File: src/sv/pid_axis_controller_defines.svh
// Assertion macros for the PID axis controller.
`ifndef PID_AXIS_CONTROLLER_DEFINES_SVH
`define PID_AXIS_CONTROLLER_DEFINES_SVH

// Same-cycle implication, sampled on clk_i, off while rst_ni is low.
`define PAC_ASSERT_NOW(lbl, ante, cons, msg) \
  lbl: assert property (@(posedge clk_i) disable iff (!rst_ni) (ante) |-> (cons)) \
    else $error(msg);

// Next-cycle implication, sampled on clk_i, off while rst_ni is low.
`define PAC_ASSERT_NEXT(lbl, ante, cons, msg) \
  lbl: assert property (@(posedge clk_i) disable iff (!rst_ni) (ante) |=> (cons)) \
    else $error(msg);

`endif

File: src/sv/pac_pkg.sv
// Types, constants and microcode ROM for the PID axis controller.
`timescale 1ns / 1ps
`default_nettype none
package pac_pkg;

  localparam int unsigned DATA_W    = 32;
  localparam int unsigned PROD_W    = 64;
  localparam int unsigned ACC_W     = 35;
  localparam int unsigned ALU_W     = 36;
  localparam int unsigned PC_W      = 4;
  localparam int unsigned REG_IDX_W = 3;
  localparam int unsigned ADDR_W    = REG_IDX_W + 2;

  // register indexes
  localparam logic [REG_IDX_W-1:0] REG_PROP_GAIN  = 3'd0;
  localparam logic [REG_IDX_W-1:0] REG_SP_WEIGHT  = 3'd1;
  localparam logic [REG_IDX_W-1:0] REG_DERIV_DEC  = 3'd2;
  localparam logic [REG_IDX_W-1:0] REG_DERIV_GAIN = 3'd3;
  localparam logic [REG_IDX_W-1:0] REG_INTEG_GAIN = 3'd4;
  localparam logic [REG_IDX_W-1:0] REG_OUT_OFFSET = 3'd5;
  localparam logic [REG_IDX_W-1:0] REG_OUT_MIN    = 3'd6;
  localparam logic [REG_IDX_W-1:0] REG_OUT_MAX    = 3'd7;

  // limit status codes
  localparam logic [1:0] LIM_NONE = 2'd0;
  localparam logic [1:0] LIM_MIN  = 2'd1;
  localparam logic [1:0] LIM_MAX  = 2'd2;

  localparam logic signed [DATA_W-1:0] S32_MAX = {1'b0, {(DATA_W-1){1'b1}}};
  localparam logic signed [DATA_W-1:0] S32_MIN = {1'b1, {(DATA_W-1){1'b0}}};

  typedef enum logic [2:0] {MA_SW, MA_BD, MA_K, MA_AD, MA_KI} mul_a_e;
  typedef enum logic [1:0] {MB_R, MB_TA, MB_D} mul_b_e;
  typedef enum logic [1:0] {AX_M, AX_Y, AX_R, AX_ACC} alu_x_e;
  typedef enum logic [2:0] {
    AY_ZERO, AY_Y, AY_PREV, AY_TB, AY_INTEG, AY_D, AY_OFFSET
  } alu_y_e;
  typedef enum logic [2:0] {
    DST_NONE, DST_TA, DST_TB, DST_D, DST_ACC, DST_INTEG
  } alu_dst_e;
  typedef enum logic [1:0] {JMP_NEXT, JMP_DONE_KI0, JMP_DONE} jmp_e;

  typedef struct packed {
    mul_a_e   mul_a;
    mul_b_e   mul_b;
    alu_x_e   alu_x;
    alu_y_e   alu_y;
    logic     alu_sub;
    alu_dst_e dst;
    logic     emit;     // form drive, load output, latch prev measurement
    jmp_e     jmp;
  } ucode_t;

  typedef struct packed {
    ucode_t uc;
    logic   en;    // step executes this cycle
    logic   load;  // request accepted, capture r and y
  } dp_ctrl_t;

  typedef struct packed {
    logic signed [DATA_W-1:0] prop_gain;
    logic signed [DATA_W-1:0] setpoint_weight;
    logic signed [DATA_W-1:0] deriv_decay;
    logic signed [DATA_W-1:0] deriv_gain;
    logic signed [DATA_W-1:0] integ_gain;
    logic signed [DATA_W-1:0] out_offset;
    logic signed [DATA_W-1:0] out_min;
    logic signed [DATA_W-1:0] out_max;
  } cfg_t;

  // Program. M is the scaled, saturated product of the previous step.
  function automatic ucode_t pac_ucode(input logic [PC_W-1:0] pc);
    ucode_t uc;
    uc = '{mul_a: MA_SW, mul_b: MB_R, alu_x: AX_M, alu_y: AY_ZERO, alu_sub: 1'b0,
           dst: DST_NONE, emit: 1'b0, jmp: JMP_DONE};
    case (pc)
      // dy = y - prev ; mul b*r
      4'd0: uc = '{mul_a: MA_SW, mul_b: MB_R, alu_x: AX_Y, alu_y: AY_PREV,
                   alu_sub: 1'b1, dst: DST_TA, emit: 1'b0, jmp: JMP_NEXT};
      // perr = M - y ; mul bd*dy
      4'd1: uc = '{mul_a: MA_BD, mul_b: MB_TA, alu_x: AX_M, alu_y: AY_Y,
                   alu_sub: 1'b1, dst: DST_TA, emit: 1'b0, jmp: JMP_NEXT};
      // tb = bd*dy ; mul K*perr
      4'd2: uc = '{mul_a: MA_K, mul_b: MB_TA, alu_x: AX_M, alu_y: AY_ZERO,
                   alu_sub: 1'b0, dst: DST_TB, emit: 1'b0, jmp: JMP_NEXT};
      // acc = P + I ; mul ad*D
      4'd3: uc = '{mul_a: MA_AD, mul_b: MB_D, alu_x: AX_M, alu_y: AY_INTEG,
                   alu_sub: 1'b0, dst: DST_ACC, emit: 1'b0, jmp: JMP_NEXT};
      // D = ad*D - bd*dy
      4'd4: uc = '{mul_a: MA_SW, mul_b: MB_R, alu_x: AX_M, alu_y: AY_TB,
                   alu_sub: 1'b1, dst: DST_D, emit: 1'b0, jmp: JMP_NEXT};
      // acc += D
      4'd5: uc = '{mul_a: MA_SW, mul_b: MB_R, alu_x: AX_ACC, alu_y: AY_D,
                   alu_sub: 1'b0, dst: DST_ACC, emit: 1'b0, jmp: JMP_NEXT};
      // acc += offset
      4'd6: uc = '{mul_a: MA_SW, mul_b: MB_R, alu_x: AX_ACC, alu_y: AY_OFFSET,
                   alu_sub: 1'b0, dst: DST_ACC, emit: 1'b0, jmp: JMP_NEXT};
      // emit drive ; ierr = r - y ; finish if ki is zero
      4'd7: uc = '{mul_a: MA_SW, mul_b: MB_R, alu_x: AX_R, alu_y: AY_Y,
                   alu_sub: 1'b1, dst: DST_TA, emit: 1'b1, jmp: JMP_DONE_KI0};
      // mul ki*ierr
      4'd8: uc = '{mul_a: MA_KI, mul_b: MB_TA, alu_x: AX_M, alu_y: AY_ZERO,
                   alu_sub: 1'b0, dst: DST_NONE, emit: 1'b0, jmp: JMP_NEXT};
      // I += ki*ierr
      4'd9: uc = '{mul_a: MA_SW, mul_b: MB_R, alu_x: AX_M, alu_y: AY_INTEG,
                   alu_sub: 1'b0, dst: DST_INTEG, emit: 1'b0, jmp: JMP_DONE};
      default: ;
    endcase
    return uc;
  endfunction

endpackage
`default_nettype wire

File: src/sv/pid_axis_controller.sv
// Top level of the PID axis controller: register port, sequencer, datapath.
//
//   channel  | handshake                | payload
//   ---------+--------------------------+-------------------------------
//   input    | in_valid_i / in_stall_o  | setpoint_i, measurement_i
//   output   | out_valid_o / out_stall_i| drive_o, limit_status_o
//   config   | psel/penable/pwrite      | paddr, pwdata, prdata
//
// A request runs the accept plus 8 microcode steps when integ_gain is zero,
// plus the integrator steps when it is not, on one shared 32x32
// multiplier and one saturating adder.
// The drive is loaded into the output register at step 7; the integrator
// update follows after it.
// Reset clears the handshake, the integrator, the derivative filter and the
// previous measurement, and loads the configuration registers with their defaults.
// A stalled result holds the program at its result step; no new request is
// taken while a program runs.
`timescale 1ns / 1ps
`default_nettype none
`include "pid_axis_controller_defines.svh"
module pid_axis_controller #(
  parameter int unsigned FRAC_BITS = 16
) (
  input  wire logic                              clk_i,
  input  wire logic                              rst_ni,
  // input channel
  input  wire logic                              in_valid_i,
  output logic                                   in_stall_o,
  input  wire logic signed [pac_pkg::DATA_W-1:0] setpoint_i,
  input  wire logic signed [pac_pkg::DATA_W-1:0] measurement_i,
  // output channel
  output logic                                   out_valid_o,
  input  wire logic                              out_stall_i,
  output logic signed [pac_pkg::DATA_W-1:0]      drive_o,
  output logic [1:0]                             limit_status_o,
  // register port
  input  wire logic                              psel,
  input  wire logic                              penable,
  input  wire logic                              pwrite,
  input  wire logic [pac_pkg::ADDR_W-1:0]        paddr,
  input  wire logic [pac_pkg::DATA_W-1:0]        pwdata,
  output logic [pac_pkg::DATA_W-1:0]             prdata,
  output logic                                   pready
);
  import pac_pkg::*;

  // 1.0 in the chosen fixed-point format
  localparam logic signed [DATA_W-1:0] ONE_FX = DATA_W'(1) << FRAC_BITS;

  cfg_t                 cfg_q;
  dp_ctrl_t             ctrl;
  logic                 ki_zero;
  logic                 cfg_wr;
  logic [REG_IDX_W-1:0] reg_idx;

  assign pready  = 1'b1;
  assign cfg_wr  = psel && penable && pwrite && pready;
  assign reg_idx = paddr[ADDR_W-1:2];

  // configuration registers
  always_ff @(posedge clk_i or negedge rst_ni) begin
    if (!rst_ni) begin
      cfg_q.prop_gain       <= ONE_FX;
      cfg_q.setpoint_weight <= ONE_FX;
      cfg_q.deriv_decay     <= '0;
      cfg_q.deriv_gain      <= '0;
      cfg_q.integ_gain      <= '0;
      cfg_q.out_offset      <= '0;
      cfg_q.out_min         <= S32_MIN;
      cfg_q.out_max         <= S32_MAX;
    end else if (cfg_wr) begin
      case (reg_idx)
        REG_PROP_GAIN:  cfg_q.prop_gain       <= pwdata;
        REG_SP_WEIGHT:  cfg_q.setpoint_weight <= pwdata;
        REG_DERIV_DEC:  cfg_q.deriv_decay     <= pwdata;
        REG_DERIV_GAIN: cfg_q.deriv_gain      <= pwdata;
        REG_INTEG_GAIN: cfg_q.integ_gain      <= pwdata;
        REG_OUT_OFFSET: cfg_q.out_offset      <= pwdata;
        REG_OUT_MIN:    cfg_q.out_min         <= pwdata;
        REG_OUT_MAX:    cfg_q.out_max         <= pwdata;
        default: ;
      endcase
    end
  end

  // read back
  always_comb begin
    case (reg_idx)
      REG_PROP_GAIN:  prdata = cfg_q.prop_gain;
      REG_SP_WEIGHT:  prdata = cfg_q.setpoint_weight;
      REG_DERIV_DEC:  prdata = cfg_q.deriv_decay;
      REG_DERIV_GAIN: prdata = cfg_q.deriv_gain;
      REG_INTEG_GAIN: prdata = cfg_q.integ_gain;
      REG_OUT_OFFSET: prdata = cfg_q.out_offset;
      REG_OUT_MIN:    prdata = cfg_q.out_min;
      REG_OUT_MAX:    prdata = cfg_q.out_max;
      default:        prdata = '0;
    endcase
  end

  // step counter and microcode ROM
  pac_sequencer u_seq (
    .clk_i       (clk_i),
    .rst_ni      (rst_ni),
    .in_valid_i  (in_valid_i),
    .out_stall_i (out_stall_i),
    .ki_zero_i   (ki_zero),
    .in_stall_o  (in_stall_o),
    .out_valid_o (out_valid_o),
    .ctrl_o      (ctrl)
  );

  // shared multiplier, adder and loop state
  pac_datapath #(
    .FRAC_BITS (FRAC_BITS)
  ) u_dp (
    .clk_i          (clk_i),
    .rst_ni         (rst_ni),
    .ctrl_i         (ctrl),
    .cfg_i          (cfg_q),
    .setpoint_i     (setpoint_i),
    .measurement_i  (measurement_i),
    .drive_o        (drive_o),
    .limit_status_o (limit_status_o),
    .ki_zero_o      (ki_zero)
  );

  // a new request always starts a program that keeps the input stalled
  `PAC_ASSERT_NEXT(a_busy_after_accept, in_valid_i && !in_stall_o, in_stall_o, "no busy after accept")
  // max clamp reports the configured upper bound
  `PAC_ASSERT_NOW(a_max_clamp, out_valid_o && (limit_status_o == LIM_MAX), drive_o == cfg_q.out_max, "max clamp mismatch")
  // min clamp reports the configured lower bound
  `PAC_ASSERT_NOW(a_min_clamp, out_valid_o && (limit_status_o == LIM_MIN), drive_o == cfg_q.out_min, "min clamp mismatch")
  // unclamped drive lies within the limits
  `PAC_ASSERT_NOW(a_in_range, out_valid_o && (limit_status_o == LIM_NONE), (drive_o >= cfg_q.out_min) && (drive_o <= cfg_q.out_max), "drive out of range")

endmodule
`default_nettype wire

File: src/sv/pac_sequencer.sv
// Step counter, microcode fetch and handshake control.
`timescale 1ns / 1ps
`default_nettype none
module pac_sequencer (
  input  wire logic              clk_i,
  input  wire logic              rst_ni,
  input  wire logic              in_valid_i,
  input  wire logic              out_stall_i,
  input  wire logic              ki_zero_i,
  output logic                   in_stall_o,
  output logic                   out_valid_o,
  output pac_pkg::dp_ctrl_t      ctrl_o
);
  import pac_pkg::*;

  logic            busy_q, busy_d;
  logic [PC_W-1:0] pc_q, pc_d;
  logic            out_valid_q, out_valid_d;
  ucode_t          uc;
  logic            hold, en, accept, done;

  assign uc     = pac_ucode(pc_q);
  // result step waits while the previous result is still stalled
  assign hold   = uc.emit && out_valid_q && out_stall_i;
  assign en     = busy_q && !hold;
  assign accept = in_valid_i && !busy_q;
  assign done   = en && ((uc.jmp == JMP_DONE) ||
                         ((uc.jmp == JMP_DONE_KI0) && ki_zero_i));

  always_comb begin
    pc_d        = pc_q;
    busy_d      = busy_q;
    out_valid_d = out_valid_q;
    if (accept) begin
      pc_d   = '0;
      busy_d = 1'b1;
    end else if (en) begin
      pc_d = pc_q + PC_W'(1);
      if (done) begin
        busy_d = 1'b0;
      end
    end
    if (en && uc.emit) begin
      out_valid_d = 1'b1;
    end else if (!out_stall_i) begin
      out_valid_d = 1'b0;
    end
  end

  always_ff @(posedge clk_i or negedge rst_ni) begin
    if (!rst_ni) begin
      busy_q      <= 1'b0;
      pc_q        <= '0;
      out_valid_q <= 1'b0;
    end else begin
      busy_q      <= busy_d;
      pc_q        <= pc_d;
      out_valid_q <= out_valid_d;
    end
  end

  assign in_stall_o  = busy_q;
  assign out_valid_o = out_valid_q;
  assign ctrl_o      = '{uc: uc, en: en, load: accept};

endmodule
`default_nettype wire

File: src/sv/pac_datapath.sv
// Shared multiplier, saturating adder, state and output registers.
`timescale 1ns / 1ps
`default_nettype none
module pac_datapath #(
  parameter int unsigned FRAC_BITS = 16
) (
  input  wire logic                          clk_i,
  input  wire logic                          rst_ni,
  input  wire pac_pkg::dp_ctrl_t             ctrl_i,
  input  wire pac_pkg::cfg_t                 cfg_i,
  input  wire logic signed [pac_pkg::DATA_W-1:0] setpoint_i,
  input  wire logic signed [pac_pkg::DATA_W-1:0] measurement_i,
  output logic signed [pac_pkg::DATA_W-1:0]  drive_o,
  output logic [1:0]                         limit_status_o,
  output logic                               ki_zero_o
);
  import pac_pkg::*;

  logic signed [DATA_W-1:0] r_q, y_q, ta_q, tb_q, d_q, integ_q, prev_q;
  logic signed [DATA_W-1:0] drive_q;
  logic [1:0]               status_q;
  logic signed [ACC_W-1:0]  acc_q;
  logic signed [PROD_W-1:0] prod_q;

  logic signed [DATA_W-1:0] mul_a, mul_b, mres, sum_sat, acc_sat;
  logic signed [PROD_W-1:0] shifted;
  logic signed [ALU_W-1:0]  alu_x, alu_y, sum;
  logic signed [DATA_W-1:0] drive_d;
  logic [1:0]               status_d;

  // multiplier operands
  always_comb begin
    case (ctrl_i.uc.mul_a)
      MA_SW:   mul_a = cfg_i.setpoint_weight;
      MA_BD:   mul_a = cfg_i.deriv_gain;
      MA_K:    mul_a = cfg_i.prop_gain;
      MA_AD:   mul_a = cfg_i.deriv_decay;
      MA_KI:   mul_a = cfg_i.integ_gain;
      default: mul_a = cfg_i.setpoint_weight;
    endcase
    case (ctrl_i.uc.mul_b)
      MB_R:    mul_b = r_q;
      MB_TA:   mul_b = ta_q;
      MB_D:    mul_b = d_q;
      default: mul_b = r_q;
    endcase
  end

  // floor shift, then saturate to 32 bits
  assign shifted = prod_q >>> FRAC_BITS;
  always_comb begin
    if ((&shifted[PROD_W-1:DATA_W-1]) || !(|shifted[PROD_W-1:DATA_W-1])) begin
      mres = shifted[DATA_W-1:0];
    end else begin
      mres = shifted[PROD_W-1] ? S32_MIN : S32_MAX;
    end
  end

  always_comb begin
    case (ctrl_i.uc.alu_x)
      AX_M:    alu_x = ALU_W'(mres);
      AX_Y:    alu_x = ALU_W'(y_q);
      AX_R:    alu_x = ALU_W'(r_q);
      AX_ACC:  alu_x = ALU_W'(acc_q);
      default: alu_x = ALU_W'(mres);
    endcase
    case (ctrl_i.uc.alu_y)
      AY_ZERO:   alu_y = '0;
      AY_Y:      alu_y = ALU_W'(y_q);
      AY_PREV:   alu_y = ALU_W'(prev_q);
      AY_TB:     alu_y = ALU_W'(tb_q);
      AY_INTEG:  alu_y = ALU_W'(integ_q);
      AY_D:      alu_y = ALU_W'(d_q);
      AY_OFFSET: alu_y = ALU_W'(cfg_i.out_offset);
      default:   alu_y = '0;
    endcase
  end

  assign sum = ctrl_i.uc.alu_sub ? (alu_x - alu_y) : (alu_x + alu_y);

  always_comb begin
    if ((&sum[ALU_W-1:DATA_W-1]) || !(|sum[ALU_W-1:DATA_W-1])) begin
      sum_sat = sum[DATA_W-1:0];
    end else begin
      sum_sat = sum[ALU_W-1] ? S32_MIN : S32_MAX;
    end
    if ((&acc_q[ACC_W-1:DATA_W-1]) || !(|acc_q[ACC_W-1:DATA_W-1])) begin
      acc_sat = acc_q[DATA_W-1:0];
    end else begin
      acc_sat = acc_q[ACC_W-1] ? S32_MIN : S32_MAX;
    end
  end

  // clamp: minimum first, then maximum
  always_comb begin
    drive_d  = acc_sat;
    status_d = LIM_NONE;
    if (acc_sat < cfg_i.out_min) begin
      drive_d  = cfg_i.out_min;
      status_d = LIM_MIN;
    end else if (acc_sat > cfg_i.out_max) begin
      drive_d  = cfg_i.out_max;
      status_d = LIM_MAX;
    end
  end

  // controller state
  always_ff @(posedge clk_i or negedge rst_ni) begin
    if (!rst_ni) begin
      integ_q <= '0;
      d_q     <= '0;
      prev_q  <= '0;
    end else if (ctrl_i.en) begin
      if (ctrl_i.uc.dst == DST_INTEG) begin
        integ_q <= sum_sat;
      end
      if (ctrl_i.uc.dst == DST_D) begin
        d_q <= sum_sat;
      end
      if (ctrl_i.uc.emit) begin
        prev_q <= y_q;
      end
    end
  end

  // scratch and output registers
  always_ff @(posedge clk_i) begin
    if (ctrl_i.load) begin
      r_q <= setpoint_i;
      y_q <= measurement_i;
    end
    if (ctrl_i.en) begin
      prod_q <= PROD_W'(mul_a) * PROD_W'(mul_b);
      if (ctrl_i.uc.dst == DST_TA) begin
        ta_q <= sum_sat;
      end
      if (ctrl_i.uc.dst == DST_TB) begin
        tb_q <= sum_sat;
      end
      if (ctrl_i.uc.dst == DST_ACC) begin
        acc_q <= sum[ACC_W-1:0];
      end
      if (ctrl_i.uc.emit) begin
        drive_q  <= drive_d;
        status_q <= status_d;
      end
    end
  end

  assign drive_o        = drive_q;
  assign limit_status_o = status_q;
  assign ki_zero_o      = (cfg_i.integ_gain == '0);

endmodule
`default_nettype wire

File: config.mk
export PLATFORM = sky130hd
export DESIGN_NAME = pid_axis_controller
export DESIGN_NICKNAME = d
export VERILOG_FILES = /design/src/sv/pac_pkg.sv /design/src/sv/pid_axis_controller.sv /design/src/sv/pac_sequencer.sv /design/src/sv/pac_datapath.sv
export VERILOG_INCLUDE_DIRS = /design/src /design/src/sv
export SDC_FILE = /design/constraint.sdc
export NUM_CORES = 2
export LEC_CHECK = 0
export BUFFER_PORTS_ARGS = -buffer_cell sky130_fd_sc_hd__buf_4
export CAP_MARGIN = 20
export CORE_MARGIN = 5
export CORE_UTILIZATION = 30
export DETAILED_ROUTE_END_ITERATION = 16
export GPL_ROUTABILITY_DRIVEN = 1
export GPL_TIMING_DRIVEN = 0
export SLEW_MARGIN = 20
export SYNTH_ARGS = -nofsm -noshare
export SYNTH_HDL_FRONTEND = slang
export SYNTH_SLANG_ARGS = --single-unit
export TNS_END_PERCENT = 100
File: constraint.sdc
create_clock -name clk_i -period 16.4 [get_ports clk_i]
set_input_delay 1.64 -clock clk_i [delete_from_list [all_inputs] [get_ports clk_i]]
set_output_delay 1.64 -clock clk_i [all_outputs]
set_load 0.005 [all_outputs]
After elaboration in Yosys (flattened, before gate mapping) --
Index checks and enable logic that the tools add are counted.
Word-level totals: input port bits 108, bits in registers 619, logic and storage cells 135, output and inout bits 69
Cells by class: $lt $le $gt $ge 2, $add $sub $neg 3, eq/ne operators 39, reductions and logical operators 45, multiplexer cells 23, multiply operators 1
Operators with widths (count):
- $mux W32 | 8
- $pmux W32 S8 | 1
- $pmux W36 S6 | 1
- $pmux W17 S10 | 1
- $pmux W36 S4 | 1
- $pmux W32 S4 | 1
- $mul A32 B32 Y64 | 1
- $pmux W32 S2 | 1
- $add A36 B36 Y36 | 1
- $mux W36 | 1
- $sub A36 B36 Y36 | 1
- $gt A32 B32 Y1 | 1
- $logic_not A32 Y1 | 1
- $lt A32 B32 Y1 | 1
- $eq A3 B3 Y1 const B | 10
- $reduce_and A2 Y1 | 15
- $eq A3 B2 Y1 const B | 8
- $reduce_and A17 Y1 | 1
- $reduce_or A17 Y1 | 1
- $eq A4 B3 Y1 const B | 4
- $eq A3 B1 Y1 const B | 4
- $logic_and A1 B1 Y1 | 9
- $eq A2 B2 Y1 const B | 4
- $eq A4 B2 Y1 const B | 2
- other kinds (18) | 34

Logic depth before layout (Yosys ltp) --
depth after elaboration 11, depth in mapped cells 40, depth with buffers taken out 36

By module --
From an unflattened synthesis, not the netlist that was laid out.
Second synthesis, totals: cells, all modules 6830, area, all modules 68066.5 um^2
Modules (own cells, without submodules):
- pac_datapath | seq. area each 9759.4 um^2, cells an instance 5932, times used 1, area each 55894.9 um^2
- pid_axis_controller | seq. area each 6448.7 um^2, cells an instance 820, times used 1, area each 11593.6 um^2
- pac_sequencer | seq. area each 150.1 um^2, cells an instance 78, times used 1, area each 578.1 um^2

Least setup slack after synthesis --
OpenSTA, ideal clock, no wires.
path type register to register, from register u_seq.pc_q[0], to register u_dp.prod_q[56], data pin, path slack 6.694 ns, buffers on the path 4, period minus slack after synthesis 9.706 ns, setup time 0.265 ns, arrival time 9.441 ns, cell stages (with the launch flop) 38, required time 16.135 ns, cell sequence dfrtp_1 inv_1 ha_1 clkbuf_1 nor2_1 a211oi_1 ha_1 clkbuf_1 buf_1 a22oi_1 o21ai_1 clkbuf_1 nand2_1 fa_1 inv_1 fa_1 inv_1 fa_1 (+2 left out) fa_1 fa_1 fa_1 inv_1 fa_1 inv_1 ha_1 a21o_1 a21o_1 a21o_1 a21o_1 a21oi_1 o211ai_1 a21oi_1 o211ai_1 a21oi_1 o21ai_0 xor2_1
On the way: word-level cells in the longest chain between the ends 5, elaborated cells on any way between the ends 20, classes of those cells mul: 1; eq/ne: 15; mux: 3; reduce/logical: 1
Ends and longest elaborated chain:
- from (decl) | line pac_sequencer.sv:17 | logic [PC_W-1:0] pc_q, pc_d;
- from (signal assigned) | line pac_sequencer.sv:57 | pc_q <= pc_d;
- $eq A4 B4 Y1, or another cell as far along | line pac_pkg.sv:76 | case (pc)
- $pmux W17 S10 (*) | line pac_pkg.sv:76
- $eq A3 B3 Y1, or another cell as far along | line pac_datapath.sv:33 | case (ctrl_i.uc.mul_a)
- $pmux W32 S4 or $pmux W32 S2 (tied branches) | line pac_datapath.sv:33, pac_datapath.sv:41
- $mul A32 B32 Y64 (*) | line pac_datapath.sv:133 | prod_q <= PROD_W'(mul_a) * PROD_W'(mul_b);
- to (signal assigned) | line pac_datapath.sv:133
- to (decl) | line pac_datapath.sv:23 | logic signed [PROD_W-1:0] prod_q;
Every way passes the cells marked *; elsewhere a longest branch is shown, timed or not. A chain may end at the register's enable or synchronous reset.

Worst setup path in the final report --
from register u_seq.pc_q[0], to register u_dp.prod_q[63], data pin
Same word-level chain as after synthesis.

==> results.txt <==
The number of different library cells used by synthesis comes to 97. The final setup skew was 0.0661 ns. Yosys mapped a number of flops with a built-in enable equal to 245. The run finished with clean final reports. The run gives 222000 um^2 as the placeable core region.

The smallest clock period supported by the final layout is computed as 14.25 ns. Hold repair after CTS inserted 0 buffers. Library cell used as clock root buffer: clkbuf_16. Adding up every negative setup slack in the final design gives 0 ns. The count of vias placed by the detailed router was 56830; the number of primary I/O pins was 177. The library cell contributing the largest single delay on the critical path was clkbuf_1. The kind of end point of the critical path is a flop. The logs give 1.06 for the routability congestion estimate and 0.301 for the initial cell density of the core.

The first-pass GRT wire length was 444 mm; the horizontal extent of the die was 482 um. The run gives 0.245 as the sequential fraction of the synthesis area. Setup repair after global routing left no endpoint under its margin. The synthesized area per cell is 9.68 um^2, and the count of state elements after synthesis is 603. For the half-perimeter wire length after placement, the log shows 261 mm. Summing every instance area after synthesis gives 66900 um^2. The run gives 0 as the post-CTS repair timing setup buffer count. Among the stages of the critical path, the cell type that occurs most often is fa_1.

For this run, the leading register cell type out of synthesis is dfrtp_1. The share of synthesized registers carrying an async set or reset was 0.594. The worst slew margin relative to its limit is 0.131.

In this run the worst hold path is classified as flop to flop. From synthesis to final layout, the design area changed by 13.5%. The number of levels the H-tree was split into is 3, and the CTS clock-pin slew for the worst setup and hold paths is 0.06 ns.

On the worst path, the slowest cell contributes a delay of 0.93 ns. The run gives 8687 as the net count reported at finish. At the pin with the least slew margin, the transition time is 1.30 ns. The number of placement rows was 173; the chip height was 482 um. The die covers 233000 um^2. Static timing analysis puts the maximum clock frequency at 0.0702 GHz.

The largest registers in the layout are cfg_q (256), u_dp.prod_q (48), u_dp.acc_q (35). The arrival time at the worst endpoint came out at 14.73 ns. The number of antenna violations at the first check in global routing came out at 17. The logs give 78 for the total clock buffers created by CTS and 603 for the total clock sinks.

Entering global routing, the biggest net connects 93 pins. The tool flagged a number of max-cap violations equal to 0. After detailed routing, the number of vias per cell comes to 5.54. Proportion of layout cells with a drive suffix above 1: 0.108. The register with the most flip-flops in the layout has 256 of them. The number of gates resized after CTS was 0.

In the routed design, unresolved DRC markers number 0. Final wirelength: 319 mm. For the max-slew violation count, the log shows 0.

Along the worst path, the maximum fanout reaches 10. For the clock insertion delay at the later pin of the skew report, the log shows 0.73 ns. The run gives 0 as the number of nets with antenna violations after detailed routing.

The clock passes through at most 3 buffers. The via count of the first global-routing pass is 57408, and the post-detailed-route wirelength per cell is 31.0 um. The final global-route overflow total came out at 0. Counting every net in the synthesized netlist gives 8383. The worst setup path is launched from a flop. Setup violations remaining at the end of the flow were counted as 0. The post-route fraction of the period consumed by the critical path is 0.869, and the number of buffer cells added on primary ports is 171. The total routing usage reported by global routing is 0.271, and the count of mapped cells out of synthesis is 6908. The final count of hold timing violations was 0; the number of warning messages in the yosys log was 0. The kind of critical path is flop to flop. The first routing iteration left 7402 violations. The run gives 7 as the count of TritonRoute iterations in the first routing pass. TritonCTS built the clock tree. The tools report the data required time of the critical path as 16.88 ns. Ranked by flip-flop count, first place goes to cfg_q.
## metrics by stage
step / hold slack, ns / instances / instance area [um^2] / util / setup WS [ns]
floorplan: 0.445 / 6908 / 66900 / - / 6.69
global placement: 0.460 / 10054 / 71900 / 0.324 / 1.73
detailed placement: 0.463 / 10107 / 73100 / 0.329 / 2.64
CTS: 0.477 / 10253 / 75900 / 0.342 / 2.58
global route: 0.498 / 10253 / 75900 / 0.342 / 2.07
finish: 0.479 / 10260 / 75900 / 0.342 / 2.15
## worst max-delay path, delay by kind of cell (launching register included)
kind                       cells  cell delay, ns
adders and majority gates     11            5.16
xor gates and xnor gates       1            0.14
DFF                            1            0.44
AOI/OAI and AO/OA              9            4.23
and+or+nand+nor                6            1.12
buffers and inverters          6            2.87
## path summary, 6_finish.rpt
kind | start | endpoint | slack [ns] | cells past startpoint
worst min register to register | u_dp.prev_q[26] | u_dp.prev_q[26] | 0.48 | 2
max in group asynchronous | rst_ni | cfg_q[114] | 14.23 | 3
min in group asynchronous | rst_ni | u_dp.integ_q[22] | 0.86 | 1
worst max-delay path | u_seq.pc_q[0] | u_dp.prod_q[63] | 2.15 | 33
worst min-delay path | u_dp.prev_q[26] | u_dp.prev_q[26] | 0.48 | 2
worst max register to register | u_seq.pc_q[0] | u_dp.prod_q[63] | 2.15 | 33
## per-layer routing
layer	vias up	track usage	wire, um
met5	-	0.00245	317
met1	29137	0.361	125000
met4	16	0.167	26100
met2	3845	0.382	129000
li1	22972	-	-
met3	860	0.0856	38800
## synthesized netlist by cell type, types with 21 or more instances
| cell type | count | share of area |
|---|---|---|
| fa_1 | 1082 | 0.32 |
| inv_1 | 1047 | 0.059 |
| nand2_1 | 920 | 0.052 |
| nor2_1 | 728 | 0.041 |
| clkbuf_1 | 328 | 0.018 |
| dfrtp_1 | 324 | 0.12 |
| ha_1 | 285 | 0.053 |
| o21ai_0 | 273 | 0.020 |
| a21oi_1 | 270 | 0.020 |
| edfxtp_1 | 245 | 0.11 |
| mux2_2 | 197 | 0.033 |
| a22oi_1 | 109 | 0.012 |
| xnor2_1 | 75 | 0.0098 |
| o21a_1 | 68 | 0.0076 |
| nand3_1 | 67 | 0.0050 |
| a21o_1 | 66 | 0.0074 |
| nor3_1 | 56 | 0.0042 |
| xor2_1 | 45 | 0.0059 |
| nand4_1 | 44 | 0.0041 |
| o21ai_1 | 42 | 0.0031 |
| and3_1 | 38 | 0.0036 |
| o31ai_1 | 35 | 0.0039 |
| dfstp_2 | 34 | 0.013 |
| a222oi_1 | 33 | 0.0049 |
| o21ai_2 | 28 | 0.0037 |
| buf_1 | 26 | 0.0015 |
| nand2b_1 | 26 | 0.0024 |
| mux2i_1 | 25 | 0.0037 |
| mux4_2 | 24 | 0.0081 |
| buf_2 | 22 | 0.0016 |
| nor2b_1 | 22 | 0.0021 |
| and2_1 | 21 | 0.0020 |
## final cells by class
type	instances	area (um^2)
timing repair buffer	224	2130
tap	2975	3720
antenna	7	17.5
multi-input combinational	4865	45400
clock buffer	102	2190
inverter	1051	3950
fill	22839	146000
sequential	603	16400
clock inverter	44	586
buffer	389	1570
## placed cells by master (no fill, tap or decap), drive strengths merged, types with 22 or more instances in the layout
cell type	count
clkbuf	431
a211oi	23
mux4	24
fa	1082
mux2	198
clkinv	24
nor2b	22
buf	284
a21oi	272
a22oi	109
nand3	67
and2	22
nand2	920
nor3	57
xnor2	76
o31ai	37
dfrtp	324
o21a	68
nand2b	26
nand4	44
dfstp	34
o21ai	343
mux2i	25
xor2	45
ha	285
inv	1057
and3	39
nor2	729
a222oi	33
edfxtp	245
a21o	66
## logic make-up (layout without fill, tap and decap cells)
kind of cell | Yosys count | count (layout) | share of synthesized area
mux | 247 | 247 | 0.0451
fa+ha+maj | 1367 | 1367 | 0.377
simple gates | 1995 | 1995 | 0.124
compound gates | 1134 | 1134 | 0.111
other cells | 1 | 8 | 0.0000561
xor+xnor | 121 | 121 | 0.0161
flops | 603 | 603 | 0.245
buf+inv | 1440 | 1810 | 0.0822
Power is not shown: default switching activity piles up to over one toggle a cycle in this logic, so the estimate is an artifact.
